**src/rtl/crcsk_pkg.sv**
```systemverilog
// ----------------------------------------------------------------------------
// crcsk_pkg
// shared types, codes and the crc byte step of the record crc checker
// ----------------------------------------------------------------------------
`default_nettype none

package crcsk_pkg;

  localparam int MAX_SKIP_AREAS = 8;
  localparam int OFFSET_BITS    = 16;
  localparam int QUEUE_DEPTH    = 2;

  localparam int FIELD_W     = 16;
  localparam int CFG_INDEX_W = 2;
  localparam int CFG_DATA_W  = 16;

  localparam logic [31:0] CRC_POLY  = 32'h04C1_1DB7;
  localparam logic [31:0] CRC_START = 32'd987654;

  localparam logic [1:0] FUNC_BYTE  = 2'd0;
  localparam logic [1:0] FUNC_ADD   = 2'd1;
  localparam logic [1:0] FUNC_CLEAR = 2'd2;

  localparam logic [CFG_INDEX_W-1:0] CFG_CHECK_MODE     = 2'd0;
  localparam logic [CFG_INDEX_W-1:0] CFG_RESULT_PRESENT = 2'd1;
  localparam logic [CFG_INDEX_W-1:0] CFG_RESULT_OFFSET  = 2'd2;

  typedef enum logic [1:0] {
    KIND_CRC     = 2'd0,
    KIND_CAPTURE = 2'd1,
    KIND_SKIP    = 2'd2
  } kind_t;

  typedef struct packed {
    kind_t      kind;
    logic [7:0] data;
    logic [1:0] lane;
    logic       last;
  } entry_t;

  function automatic logic [31:0] crc_byte(input logic [31:0] crc, input logic [7:0] b);
    logic [31:0] c;
    c = crc ^ {b, 24'd0};
    for (int k = 0; k < 8; k++) begin
      if (c[31]) begin
        c = {c[30:0], 1'b0} ^ CRC_POLY;
      end else begin
        c = {c[30:0], 1'b0};
      end
    end
    return c;
  endfunction

endpackage

`default_nettype wire

```
**src/rtl/crcsk_front.sv**
```systemverilog
// ----------------------------------------------------------------------------
// crcsk_front
// accepts items, keeps the skip list and byte position, classifies bytes
// ----------------------------------------------------------------------------
`default_nettype none

module crcsk_front #(
  parameter int MAX_SKIP_AREAS = crcsk_pkg::MAX_SKIP_AREAS,
  parameter int OFFSET_BITS    = crcsk_pkg::OFFSET_BITS
) (
  input  wire logic                          clk,
  input  wire logic                          rst,
  input  wire logic                          item_valid,
  output logic                               item_stall,
  input  wire logic [1:0]                    func,
  input  wire logic [7:0]                    data_byte,
  input  wire logic [crcsk_pkg::FIELD_W-1:0] area_offset,
  input  wire logic [crcsk_pkg::FIELD_W-1:0] area_size,
  input  wire logic                          last_byte,
  input  wire logic                          result_present,
  input  wire logic [OFFSET_BITS-1:0]        result_offset,
  output logic                               push,
  output crcsk_pkg::entry_t                  push_entry,
  input  wire logic                          queue_full
);

  localparam int AW = OFFSET_BITS;
  localparam int FW = crcsk_pkg::FIELD_W;
  localparam int CW = $clog2(MAX_SKIP_AREAS + 1);
  localparam int IW = (MAX_SKIP_AREAS > 1) ? $clog2(MAX_SKIP_AREAS) : 1;
  localparam logic [AW-1:0] POS_MAX = {AW{1'b1}};

  logic [AW-1:0] pos;
  logic [AW-1:0] pos_next;
  logic [CW-1:0] skip_count;
  logic [AW-1:0] skip_off [MAX_SKIP_AREAS];
  logic [AW:0]   skip_end [MAX_SKIP_AREAS];

  logic              accept;
  logic [FW+AW-1:0]  aoff_ext;
  logic [FW+AW-1:0]  asize_ext;
  logic [AW-1:0]     aoff;
  logic [AW-1:0]     asize;
  logic [AW:0]       word_end;
  logic [AW-1:0]     word_diff;
  logic              in_word;
  logic              in_skip;

  assign item_stall = queue_full;
  assign accept     = item_valid && !item_stall;

  assign aoff_ext  = {{AW{1'b0}}, area_offset};
  assign asize_ext = {{AW{1'b0}}, area_size};
  assign aoff      = aoff_ext[AW-1:0];
  assign asize     = asize_ext[AW-1:0];

  assign word_end  = {1'b0, result_offset} + (AW+1)'(4);
  assign word_diff = pos - result_offset;
  assign in_word   = result_present && (pos >= result_offset) && ({1'b0, pos} < word_end);

  always_comb begin
    in_skip = 1'b0;
    for (int i = 0; i < MAX_SKIP_AREAS; i++) begin
      if ((CW'(i) < skip_count) && (pos >= skip_off[i]) && ({1'b0, pos} < skip_end[i])) begin
        in_skip = 1'b1;
      end
    end
  end

  always_comb begin
    if (last_byte) begin
      pos_next = '0;
    end else if (pos == POS_MAX) begin
      pos_next = pos;
    end else begin
      pos_next = pos + AW'(1);
    end
  end

  assign push            = accept && (func == crcsk_pkg::FUNC_BYTE);
  assign push_entry.data = data_byte;
  assign push_entry.lane = word_diff[1:0];
  assign push_entry.last = last_byte;

  always_comb begin
    if (in_word) begin
      push_entry.kind = crcsk_pkg::KIND_CAPTURE;
    end else if (in_skip) begin
      push_entry.kind = crcsk_pkg::KIND_SKIP;
    end else begin
      push_entry.kind = crcsk_pkg::KIND_CRC;
    end
  end

  always_ff @(posedge clk) begin
    if (rst) begin
      pos        <= '0;
      skip_count <= '0;
    end else if (accept) begin
      case (func)
        crcsk_pkg::FUNC_BYTE: begin
          pos <= pos_next;
        end
        crcsk_pkg::FUNC_ADD: begin
          if (skip_count < CW'(MAX_SKIP_AREAS)) begin
            skip_count <= skip_count + CW'(1);
          end
        end
        crcsk_pkg::FUNC_CLEAR: begin
          skip_count <= '0;
        end
        default: begin
        end
      endcase
    end
  end

  // skip entries hold no reset, only counted entries are read
  always_ff @(posedge clk) begin
    if (accept && (func == crcsk_pkg::FUNC_ADD) && (skip_count < CW'(MAX_SKIP_AREAS))) begin
      skip_off[skip_count[IW-1:0]] <= aoff;
      skip_end[skip_count[IW-1:0]] <= {1'b0, aoff} + {1'b0, asize};
    end
  end

endmodule

`default_nettype wire

```
**src/rtl/crcsk_queue.sv**
```systemverilog
// ----------------------------------------------------------------------------
// crcsk_queue
// short fifo of classified bytes between the front and the back
// ----------------------------------------------------------------------------
`default_nettype none

module crcsk_queue #(
  parameter int DEPTH = crcsk_pkg::QUEUE_DEPTH
) (
  input  wire logic              clk,
  input  wire logic              rst,
  input  wire logic              push,
  input  crcsk_pkg::entry_t      push_entry,
  output logic                   full,
  input  wire logic              pop,
  output logic                   head_valid,
  output crcsk_pkg::entry_t      head_entry
);

  localparam int PW = (DEPTH > 1) ? $clog2(DEPTH) : 1;
  localparam int NW = $clog2(DEPTH + 1);

  crcsk_pkg::entry_t slots [DEPTH];
  logic [PW-1:0] wr_ptr;
  logic [PW-1:0] rd_ptr;
  logic [NW-1:0] count;
  logic          do_push;
  logic          do_pop;

  assign full       = (count == NW'(DEPTH));
  assign head_valid = (count != '0);
  assign head_entry = slots[rd_ptr];
  assign do_push    = push && !full;
  assign do_pop     = pop && head_valid;

  always_ff @(posedge clk) begin
    if (rst) begin
      wr_ptr <= '0;
      rd_ptr <= '0;
      count  <= '0;
    end else begin
      if (do_push) begin
        wr_ptr <= (wr_ptr == PW'(DEPTH - 1)) ? '0 : wr_ptr + PW'(1);
      end
      if (do_pop) begin
        rd_ptr <= (rd_ptr == PW'(DEPTH - 1)) ? '0 : rd_ptr + PW'(1);
      end
      if (do_push && !do_pop) begin
        count <= count + NW'(1);
      end else if (do_pop && !do_push) begin
        count <= count - NW'(1);
      end
    end
  end

  always_ff @(posedge clk) begin
    if (do_push) begin
      slots[wr_ptr] <= push_entry;
    end
  end

endmodule

`default_nettype wire

```
**src/rtl/crcsk_back.sv**
```systemverilog
// ----------------------------------------------------------------------------
// crcsk_back
// runs the crc step, captures the result word and registers the result beat
// ----------------------------------------------------------------------------
`default_nettype none

module crcsk_back (
  input  wire logic          clk,
  input  wire logic          rst,
  input  wire logic          check_mode,
  input  wire logic          head_valid,
  input  crcsk_pkg::entry_t  head_entry,
  output logic               pop,
  output logic               result_valid,
  input  wire logic          result_stall,
  output logic [31:0]        crc_value,
  output logic               mismatch
);

  logic [31:0] crc;
  logic [31:0] captured;
  logic [31:0] crc_next;
  logic [31:0] captured_next;

  assign pop = head_valid && (!head_entry.last || !result_valid || !result_stall);

  always_comb begin
    if (head_entry.kind == crcsk_pkg::KIND_CRC) begin
      crc_next = crcsk_pkg::crc_byte(crc, head_entry.data);
    end else begin
      crc_next = crc;
    end
  end

  always_comb begin
    captured_next = captured;
    if (head_entry.kind == crcsk_pkg::KIND_CAPTURE) begin
      case (head_entry.lane)
        2'd0:    captured_next[7:0]   = head_entry.data;
        2'd1:    captured_next[15:8]  = head_entry.data;
        2'd2:    captured_next[23:16] = head_entry.data;
        default: captured_next[31:24] = head_entry.data;
      endcase
    end
  end

  always_ff @(posedge clk) begin
    if (rst) begin
      crc      <= crcsk_pkg::CRC_START;
      captured <= '0;
    end else if (pop) begin
      if (head_entry.last) begin
        crc      <= crcsk_pkg::CRC_START;
        captured <= '0;
      end else begin
        crc      <= crc_next;
        captured <= captured_next;
      end
    end
  end

  always_ff @(posedge clk) begin
    if (rst) begin
      result_valid <= 1'b0;
    end else if (pop && head_entry.last) begin
      result_valid <= 1'b1;
    end else if (!result_stall) begin
      result_valid <= 1'b0;
    end
  end

  always_ff @(posedge clk) begin
    if (pop && head_entry.last) begin
      crc_value <= crc_next;
      mismatch  <= check_mode && (captured_next != crc_next);
    end
  end

  a_last_gives_result: assert property (@(posedge clk) disable iff (rst)
    pop && head_entry.last |=> result_valid)
    else $error("record end did not load a result beat");

  a_last_restarts: assert property (@(posedge clk) disable iff (rst)
    pop && head_entry.last |=> (crc == crcsk_pkg::CRC_START) && (captured == '0))
    else $error("record state not restarted after last byte");

  a_inner_never_blocked: assert property (@(posedge clk) disable iff (rst)
    head_valid && !head_entry.last |-> pop)
    else $error("non-final byte held in queue");

endmodule

`default_nettype wire

```
**src/rtl/crc32_record_check_with_skips_unit.sv**
```systemverilog
// ----------------------------------------------------------------------------
// crc32_record_check_with_skips_unit
// record crc-32 (poly 04c11db7, msb first) with result word and skip areas
// ----------------------------------------------------------------------------
// throughput: one item per cycle while the queue is not full
// skip compares, crc step combinational; result beat registered as last byte pops
// the two-entry queue lets items enter while a result beat waits on stall
// reset (synchronous): config cleared, crc 987654, position and skip count zero
// skip area entries are not cleared; only counted entries are ever compared
// ----------------------------------------------------------------------------
`default_nettype none

module crc32_record_check_with_skips_unit #(
  parameter int MAX_SKIP_AREAS = crcsk_pkg::MAX_SKIP_AREAS,
  parameter int OFFSET_BITS    = crcsk_pkg::OFFSET_BITS
) (
  input  wire logic                              clk,
  input  wire logic                              rst,
  input  wire logic                              cfg_valid,
  output logic                                   cfg_ready,
  input  wire logic [crcsk_pkg::CFG_INDEX_W-1:0] cfg_index,
  input  wire logic [crcsk_pkg::CFG_DATA_W-1:0]  cfg_data,
  input  wire logic                              item_valid,
  output logic                                   item_stall,
  input  wire logic [1:0]                        func,
  input  wire logic [7:0]                        data_byte,
  input  wire logic [crcsk_pkg::FIELD_W-1:0]     area_offset,
  input  wire logic [crcsk_pkg::FIELD_W-1:0]     area_size,
  input  wire logic                              last_byte,
  output logic                                   result_valid,
  input  wire logic                              result_stall,
  output logic [31:0]                            crc_value,
  output logic                                   mismatch
);

  localparam int AW = OFFSET_BITS;
  localparam int DW = crcsk_pkg::CFG_DATA_W;

  logic                  check_mode;
  logic                  result_present;
  logic [AW-1:0]         result_offset;
  logic [DW+AW-1:0]      cfg_ext;

  logic                  push;
  crcsk_pkg::entry_t     push_entry;
  logic                  queue_full;
  logic                  pop;
  logic                  head_valid;
  crcsk_pkg::entry_t     head_entry;

  assign cfg_ready = 1'b1;
  assign cfg_ext   = {{AW{1'b0}}, cfg_data};

  always_ff @(posedge clk) begin
    if (rst) begin
      check_mode     <= 1'b0;
      result_present <= 1'b0;
      result_offset  <= '0;
    end else if (cfg_valid && cfg_ready) begin
      case (cfg_index)
        crcsk_pkg::CFG_CHECK_MODE:     check_mode     <= cfg_data[0];
        crcsk_pkg::CFG_RESULT_PRESENT: result_present <= cfg_data[0];
        crcsk_pkg::CFG_RESULT_OFFSET:  result_offset  <= cfg_ext[AW-1:0];
        default: begin
        end
      endcase
    end
  end

  crcsk_front #(
    .MAX_SKIP_AREAS (MAX_SKIP_AREAS),
    .OFFSET_BITS    (OFFSET_BITS)
  ) u_front (
    .clk            (clk),
    .rst            (rst),
    .item_valid     (item_valid),
    .item_stall     (item_stall),
    .func           (func),
    .data_byte      (data_byte),
    .area_offset    (area_offset),
    .area_size      (area_size),
    .last_byte      (last_byte),
    .result_present (result_present),
    .result_offset  (result_offset),
    .push           (push),
    .push_entry     (push_entry),
    .queue_full     (queue_full)
  );

  crcsk_queue u_queue (
    .clk        (clk),
    .rst        (rst),
    .push       (push),
    .push_entry (push_entry),
    .full       (queue_full),
    .pop        (pop),
    .head_valid (head_valid),
    .head_entry (head_entry)
  );

  crcsk_back u_back (
    .clk          (clk),
    .rst          (rst),
    .check_mode   (check_mode),
    .head_valid   (head_valid),
    .head_entry   (head_entry),
    .pop          (pop),
    .result_valid (result_valid),
    .result_stall (result_stall),
    .crc_value    (crc_value),
    .mismatch     (mismatch)
  );

endmodule

`default_nettype wire
```
**config.mk**
```make
export PLATFORM = sky130hd
export DESIGN_NAME = crc32_record_check_with_skips_unit
export DESIGN_NICKNAME = d
export VERILOG_FILES = /design/src/rtl/crcsk_pkg.sv /design/src/rtl/crcsk_front.sv /design/src/rtl/crcsk_queue.sv /design/src/rtl/crcsk_back.sv /design/src/rtl/crc32_record_check_with_skips_unit.sv
export SDC_FILE = /design/constraint.sdc
export NUM_CORES = 1
export LEC_CHECK = 0
export BUFFER_PORTS_ARGS = -buffer_cell sky130_fd_sc_hd__clkbuf_2
export CORE_MARGIN = 5
export CORE_UTILIZATION = 40
export CTS_CLUSTER_DIAMETER = 60
export DETAILED_ROUTE_END_ITERATION = 7
export GPL_ROUTABILITY_DRIVEN = 0
export PLACE_DENSITY = 0.65
export SETUP_SLACK_MARGIN = 0.4
export SKIP_CTS_REPAIR_TIMING = 1
export SYNTH_ARGS = -nofsm -noshare
export SYNTH_HDL_FRONTEND = slang
export SYNTH_SLANG_ARGS = --single-unit
```
**constraint.sdc**
```tcl
create_clock -name clk -period 5.74 [get_ports clk]
set_input_delay 1.148 -clock clk [delete_from_list [all_inputs] [get_ports clk]]
set_output_delay 1.148 -clock clk [all_outputs]
set_load 0.05 [all_outputs]
```
Yosys cells after proc, flatten, opt, wreduce, memory -nomap -nowiden
Memory sizes are Yosys's and may differ from the RTL's. A register that Yosys moved wholly into a read port is not among the register bits.
Index checks and enable logic that the tools add are counted.
- multiplexer cells: 49
- reductions and logical operators: 50
- bitwise gates (word level): 9
- magnitude comparators: 27
- equal/unequal tests: 13
- add/subtract/negate cells: 9
- operators by type and width (cell ; count):
    two-way mux 32 bit ; 11
    two-way mux 27 bit ; 8
    < comparator 16 x 17 -> 1 bit ; 9
    greater-or-equal comparator 16 bit ; 9
    inverter 14 bit ; 8
    two-way mux 16 bit ; 2
    two-way mux 8 bit ; 4
    inequality test 32 bit ; 1
    XOR 32 bit ; 1
    logical AND 1 bit ; 29
    two-way mux 1 bit ; 18
    adder 16 x 16 -> 17 bit ; 1
    adder 16 x 3 -> 17 bit, second input constant ; 1
    adder 16 x 1 -> 16 bit, second input constant ; 1
    == test 16 bit, second input constant ; 1
    < comparator 3 x 4 -> 1 bit, first input constant ; 4
    == test 2 x 1 -> 1 bit, second input constant ; 4
    == test 2 bit, second input constant ; 4
    zero test 2 bit ; 4
    < comparator 1 x 4 -> 1 bit, first input constant ; 2
    < comparator 2 x 4 -> 1 bit, first input constant ; 2
    two-way mux 2 bit ; 4
    case mux 4 bit (2 select lines) ; 1
    zero test 1 bit ; 6
    other kinds (14) ; 22
- input port bits: 66
- bits in writable memories: 290
- memories kept: 3
- logic and storage cells: 173
- flip-flop bits (word level): 140
- memory list (name ; depth ; width ; rd ports ; clocked after Yosys merged registers in ; wr ports ; RTL line ; RTL):
    u_front.skip_end ; 8 ; 17 ; 8 ; 0 ; 1 ; crcsk_front.sv:37 ; logic [AW:0] skip_end [MAX_SKIP_AREAS];
    u_front.skip_off ; 8 ; 16 ; 8 ; 0 ; 1 ; crcsk_front.sv:36 ; logic [AW-1:0] skip_off [MAX_SKIP_AREAS];
    u_queue.slots ; 2 ; 13 ; 1 ; 1 ; 1 ; crcsk_queue.sv:23 ; crcsk_pkg::entry_t slots [DEPTH];

Logic depth before layout (Yosys ltp)
Gate-level depths: netlist of run 1.
- depth after elaboration: 27
- gate-level depth with buffers: 13

Cells and area by module
Synthesis of run 1 repeated with hierarchy kept, for this count alone.
- cell total of the unflattened synthesis: 2139
- area, all modules: 24194.5 µm²
- modules (own cells, without submodules) (module ; area an instance (µm²) ; times used ; cells an instance):
    crcsk_front ; 16743.6 ; 1 ; 1459
    crcsk_back ; 5467.7 ; 1 ; 535
    crcsk_queue ; 1152.4 ; 1 ; 65
    crc32_record_check_with_skips_unit ; 830.8 ; 1 ; 80

Least setup slack after synthesis of run 1
Ideal clock, no wire load.
- path type: input port to flip-flop
- from: in item_valid
- to: mem u_front.skip_end[0][0] (netlist bit), enable pin
- data arrival time: 4.229 ns
- setup time: 0.464 ns
- stages: 4
- setup slack: 1.047 ns
- path through: nand2b_1 -> nor4b_1 -> nand2_1 -> nor3_1
- longest elaborated chain between the ends: 5
- RTL lines (element ; RTL line ; RTL):
    start, declared ; crc32_record_check_with_skips_unit.sv:23 ; input wire logic item_valid,
    logical AND 1 bit ; crcsk_front.sv:50 ; assign accept = item_valid && !item_stall;
    logical AND 1 bit (2 in series) ; crcsk_front.sv:120 ; if (accept && (func == crcsk_pkg::FUNC_ADD) && (skip_count < CW'(MAX_SKIP_AREAS))) begin
    two-way mux 1 bit ; crcsk_front.sv:120 ;
    two-way mux 1 bit (implied by the code) ; crcsk_front.sv:122 ; skip_end[skip_count[IW-1:0]] <= {1'b0, aoff} + {1'b0, asize};
    end, declared ; crcsk_front.sv:37 ;
No other way between the ends.

Worst setup path in the final report of run 1
- from: in area_offset[0] (netlist bit)
- to: mem u_front.skip_end[0][16] (netlist bit) (data pin)
- longest elaborated chain between the ends: 1
- RTL lines (element ; RTL line ; RTL):
    start, declared ; crc32_record_check_with_skips_unit.sv:27 ; input wire logic [crcsk_pkg::FIELD_W-1:0] area_offset,
    adder 16 x 16 -> 17 bit ; crcsk_front.sv:122 ;
No other way between the ends.

==> flow_metrics.env, run 1 <==
export IMPL_drtIter0Drc=1074
export IMPL_grt_overflow_total=0
export IMPL_slew_headroom_pct=19.3
export IMPL_detail_route_antenna_nets=0
export IMPL_antenna_cells=0
export IMPL_arrival_ns=4.40
export IMPL_place_detailed_hpwl_mm=42.7
export IMPL_final_common_cell="edfxtp_1"
export IMPL_power_density_mw_per_mm2=343
export IMPL_synth_async_sr_flop_share_pct=0
export IMPL_clk_latency_ns=0.60
export IMPL_die_x_um=254
export IMPL_die_area_sq_mm=0.0643
export IMPL_io_buffers=100
export IMPL_final_cell_mix="323 x edfxtp_1, 299 x ha_1, 298 x inv_1"
export IMPL_drc_errors=0
export IMPL_dieHeight_um=254
export IMPL_cts_root_buf="clkbuf_16"
export IMPL_cp_required_ns=6.01
export IMPL_worstPathCellList="clkbuf_2, ha_1, inv_1, fa_1, nor2b_1, o21ai_0, a21boi_0, o21ai_0, a21boi_0, o21ai_0, a21o_1, a21oi_1, a31oi_1, o21ai_0"
export IMPL_hold_class="reg2reg"
export IMPL_irDropWorstVdd_v=0.000294
export IMPL_finalHoldViolCount=0
export IMPL_fmax_ghz=0.242
export IMPL_syn2layout_area_growth_pct=13.9
export IMPL_track_usage_pct=17.9
export IMPL_regArea_sq_mm=0.0119
export IMPL_clockBufferDepth=3
export IMPL_crit_slowest_cell="o21ai_0"
export IMPL_rsz0062_at_grt="false"
export IMPL_dpl_cell_area_sq_mm=0.0254
export IMPL_min_period_over_period_pct=72.0
export IMPL_drt_total_wl_mm=58.5
export IMPL_min_path_cells=2
export IMPL_syn_inst=2109
export IMPL_power_leakage_nw=11.9
export IMPL_fin_setup_tns_ns=0
export IMPL_vias=16200
export IMPL_cp_num_buf_inv=2
export IMPL_maxSlewViolCount=0
export IMPL_synth_cell_area_sq_mm=0.0237
export IMPL_drive_above_1_share_pct=11.0
export IMPL_finalCriticalPeriod_ns=4.13
export IMPL_path_max_fanout=9
export IMPL_first_global_vias=16400
export IMPL_rows=89
export IMPL_cts_sinks=431
export IMPL_initial_utilization_pct=40.3
export IMPL_cts_made_buffers=49
export IMPL_nFillCells=5348
export IMPL_synth_warning_count=0
export IMPL_synth_top_cell_area_share_pct=40.8
export IMPL_synth_nets=2476
export IMPL_io_pins=102
export IMPL_ys_seq_area_share_pct=49.9
export IMPL_path_class="in2reg"
export IMPL_worstMarginPinSlew_ns=1.21
export IMPL_grt_pass1_wl_mm=90.9
export IMPL_cts_tree="done"
export IMPL_vias_per_cell=5.29
export IMPL_grt_max_degree=65
export IMPL_synth_cell_types=71
export IMPL_yosys_area_top_type="edfxtp_1"
export IMPL_core_region_area_sq_mm=0.0589
export IMPL_wl_per_cell_um=19.1
export IMPL_ys_ff_latch=431
export IMPL_cp_slowest_stage_delay_ns=0.71
export IMPL_syn_mean_instance_area_sq_um=11.3
export IMPL_synth_ff_type="edfxtp_1"
export IMPL_path_depth=14
export IMPL_path_common_cell="o21ai_0"
export IMPL_cts_max_level=2
export IMPL_first_pass_iters=5
export IMPL_crit_family="compound AO/OA/AOI/OAI gates"
export IMPL_synth_area_top_cells="edfxtp_1 41%, ha_1 16%, dfxtp_1 9.1%, inv_1 4.7%, xnor2_1 3.2%"
export IMPL_multiInputGateArea_sq_mm=0.0107
export IMPL_finClkSkew_ns=0.0333
export IMPL_outcome="complete, no violations"
export IMPL_ff2ff_path_depth=10
export IMPL_antenna_found_initial=0
export IMPL_final_cell_area_sq_mm=0.0270
export IMPL_worstSetupEndpointType="flop"
export IMPL_cts_clk_slew_worst_paths_ns=0.06
export IMPL_maxCapViolCount=0
export IMPL_finalSetupViolations=0
export IMPL_synth_edf_count=323
export IMPL_critPathLaunchType="input pin"
export IMPL_rrSetupSlack_ns=1.72
export IMPL_nNetsFinal=2618
-- worst paths after layout --
check	start	to
setup / recovery	area_offset[0]	u_front.skip_end[0][16]
hold / removal	result_offset[11]	result_offset[11]
setup reg to reg	flop	u_back.mismatch
hold reg to reg	result_offset[11]	result_offset[11]
-- layout make-up --
class	count	area share, %
sequential	431	43.9
multi-input combinational	1343	39.6
clock buffer	69	5.15
inverter	298	4.14
tap	773	3.58
timing repair buffer	128	2.63
clock inverter	23	1.03
-- tightest hold or removal path: cells and delay by family, from the launching register on --
family	cells	cell delay (ns)
compound gates	1	0.06
simple gates	1	0.05
flops	1	0.31
-- cell families after synthesis --
group                    Yosys count  synth area share [%]
AO/OA/AOI/OAI                    427                  11.9
XOR/XNOR                         146                  6.32
adder cells (fa/ha/maj)          301                  15.9
buffers and inverters            335                  5.38
flip-flops                       431                  49.9
multiplexers                      48                  2.17
other                              1                0.0158
AND/OR/NAND/NOR                  420                  8.32
-- flip-flops by register name, summed over array words and instances, names as in the netlist, 4 cells and up, named ones only --
| signal | count |
|---|---|
| u_queue.slots | 26 |
| u_front.pos | 16 |
| u_front.skip_count | 4 |
| u_back.captured | 32 |
| u_front.skip_off | 128 |
| u_back.crc | 32 |
| u_back.crc_value | 32 |
| u_front.skip_end | 136 |
| result_offset | 16 |
-- cell usage after synthesis, drive strengths merged, types with 11 or more instances --
cell type  number
nor2          146
mux2           13
nor2b          11
ha            299
nor3           22
nor4           11
xor2           53
a22oi          59
nand4          25
mux2i          35
o211ai         11
a2111oi        18
o21a           17
a211oi         16
nand2b         26
dfxtp         108
a21o           70
nand3          23
inv           298
edfxtp        323
nand2         113
xnor2          91
o21ai          73
clkbuf         30
a21oi         106
-- routing by layer --
layer | vias up | part of all wire (%) | track usage (%)
met5 | - | 0 | 0
met4 | 0 | 3.6 | 6.46
met3 | 119 | 4.9 | 2.30
met2 | 405 | 47 | 29.8
met1 | 7858 | 45 | 24.3
li1 | 7834 | - | -
-- report_power, final --
| part | internal (W) | leakage, nW | total [W] | switching [W] |
|---|---|---|---|---|
| logic | 0.000798 | 7.27 | 0.00232 | 0.00152 |
| registers | 0.00362 | 3.80 | 0.00375 | 0.000132 |
| clock network | 0.00193 | 0.814 | 0.00321 | 0.00128 |
-- metrics by stage --
stage	total power, W	util, %	cells	setup WS [ns]	hold slack (ns)
6_report	0.00928	45.9	3065	1.61	0.465
5_1_grt	0.00967	45.9	3065	1.34	0.479
4_1_cts	0.00935	45.9	3065	1.62	0.468
3_5_place_dp	0.00612	43.1	2973	1.00	0.453
3_3_place_gp	0.00607	43.1	2973	1.20	0.450
2_1_floorplan	0.00552	-	2109	1.05	0.436
No activity file was read; power rests on OpenSTA's default activity.
==> run 2: changes to the inputs <==
- PLACE_DENSITY: 0.65 -> 0.67
- clock period: 5.74 -> 3.33 ns (I/O delays scaled with it)
==> flow_metrics.env, run 2 (synthesized netlist as in run 1, its figures left out) <==
export IMPL_outcome="complete, no violations"
export IMPL_vias_per_cell=5.36
export IMPL_rsz0062_at_grt="true"
export IMPL_busiest_layer="met2"
export IMPL_hp_start="data_byte[3]"
export IMPL_finalSetupViolations=0
export IMPL_dp_cells=3094
export IMPL_path_max_fanout=5
export IMPL_cts_root_buf="clkbuf_16"
export IMPL_syn2layout_area_growth_pct=20.9
export IMPL_critPathLaunchType="flop"
export IMPL_cts_tree="done"
export IMPL_die_area_sq_mm=0.0643
export IMPL_drc_errors=0
export IMPL_cts_made_buffers=48
export IMPL_detail_route_antenna_nets=0
export IMPL_finClkSkew_ns=0.0254
export IMPL_die_x_um=254
export IMPL_dieHeight_um=254
export IMPL_dpl_cell_area_sq_mm=0.0265
export IMPL_nFillCells=5121
export IMPL_maxSlewViolCount=0
export IMPL_cts_sinks=431
export IMPL_cts_clk_slew_worst_paths_ns=0.06
export IMPL_worstSetupEndpointType="flop"
export IMPL_wl_per_cell_um=19.4
export IMPL_finalCriticalPeriod_ns=3.13
export IMPL_met3_usage_pct=2.60
export IMPL_track_usage_pct=18.7
export IMPL_grt_pass1_wl_mm=95.1
export IMPL_cts_max_level=2
export IMPL_antenna_found_initial=0
export IMPL_worstMarginPinSlew_ns=0.959
export IMPL_final_cell_mix="323 x edfxtp_1, 298 x ha_1, 297 x inv_1"
export IMPL_power_density_mw_per_mm2=588
export IMPL_use_met1_pct=24.6
export IMPL_multiInputGateArea_sq_mm=0.0112
export IMPL_cp_required_ns=3.66
export IMPL_drive_above_1_share_pct=19.5
export IMPL_hold_ws_ns=0.266
export IMPL_antenna_cells=0
export IMPL_initial_utilization_pct=40.3
export IMPL_vias=17200
export IMPL_io_buffers=100
export IMPL_place_detailed_hpwl_mm=45.3
export IMPL_nNetsFinal=2763
export IMPL_final_common_cell="edfxtp_1"
export IMPL_grt_util_met2_pct=32.1
export IMPL_drt_total_wl_mm=62.3
export IMPL_maxCapViolCount=0
export IMPL_largest_reg_flops=136
export IMPL_fin_cells=3208
export IMPL_fin_setup_tns_ns=0
export IMPL_first_global_vias=17300
export IMPL_clk_latency_ns=0.60
export IMPL_min_path_cells=1
export IMPL_irDropWorstVdd_v=0.000665
export IMPL_ff2ff_path_depth=12
export IMPL_io_pins=102
export IMPL_finalHoldViolCount=0
export IMPL_hold_class="in2reg"
export IMPL_first_pass_iters=5
export IMPL_final_cell_area_sq_mm=0.0287
export IMPL_rows=89
export IMPL_power_leakage_nw=12.8
export IMPL_regArea_sq_mm=0.0119
export IMPL_clockBufferDepth=3
export IMPL_arrival_ns=3.46
export IMPL_path_class="reg2reg"
export IMPL_grt_max_degree=67
export IMPL_min_period_over_period_pct=94.1
export IMPL_drtIter0Drc=1240
export IMPL_slew_headroom_pct=35.8
export IMPL_fmax_ghz=0.319
export IMPL_core_region_area_sq_mm=0.0589
export IMPL_grt_overflow_total=0
run 2: final timing paths:
kind | endpoint | slack, ns
worst max-delay path | u_back.mismatch | 0.20
worst min-delay path | u_queue.slots[0][6] | 0.27
worst max register to register | u_back.mismatch | 0.20
worst min register to register | result_offset[11] | 0.47
run 2: per-layer routing:
layer,wire length [um],vias to the layer above,part of all wire (%)
met1,26800,8408,43
li1,-,8121,-
met5,0,-,0
met4,2080,0,3.3
met2,30000,513,48
met3,3400,141,5.5
run 2: power breakdown:
part | internal [W] | switching, W
sequential | 0.00624 | 0.000224
clock | 0.00299 | 0.00226
combinational | 0.00217 | 0.00301
total | 0.0114 | 0.00550
run 2: cell type report:
type	count	share of cell area, %
clock buffers	65	4.76
clock inverters	24	0.693
inverters	298	3.90
repair buffers	274	6.98
multi-input cells	1343	38.9
well taps	773	3.37
flip-flops and latches	431	41.4
run 2: per-stage QoR:
step | util, % | worst slack, ns | power [W]
2_1_floorplan | - | 0.401 | 0.00953
3_3_place_gp | 45.0 | -0.0813 | 0.0110
3_5_place_dp | 45.0 | -0.149 | 0.0111
4_1_cts | 47.6 | -0.0390 | 0.0164
5_1_grt | 48.7 | 0.0248 | 0.0176
6_report | 48.7 | 0.197 | 0.0169
run 2: critical path: stages, from the launching register on:
cell,delay (ns)
dfxtp_4,0.37
buf_12,0.11
mux2_2,0.38
xor2_2,0.16
buf_6,0.16
xnor2_1,0.34
xnor2_1,0.19
a22oi_2,0.18
nor2_1,0.07
nor4_2,0.31
nand4_1,0.14
nor4_2,0.30
a41oi_1,0.14
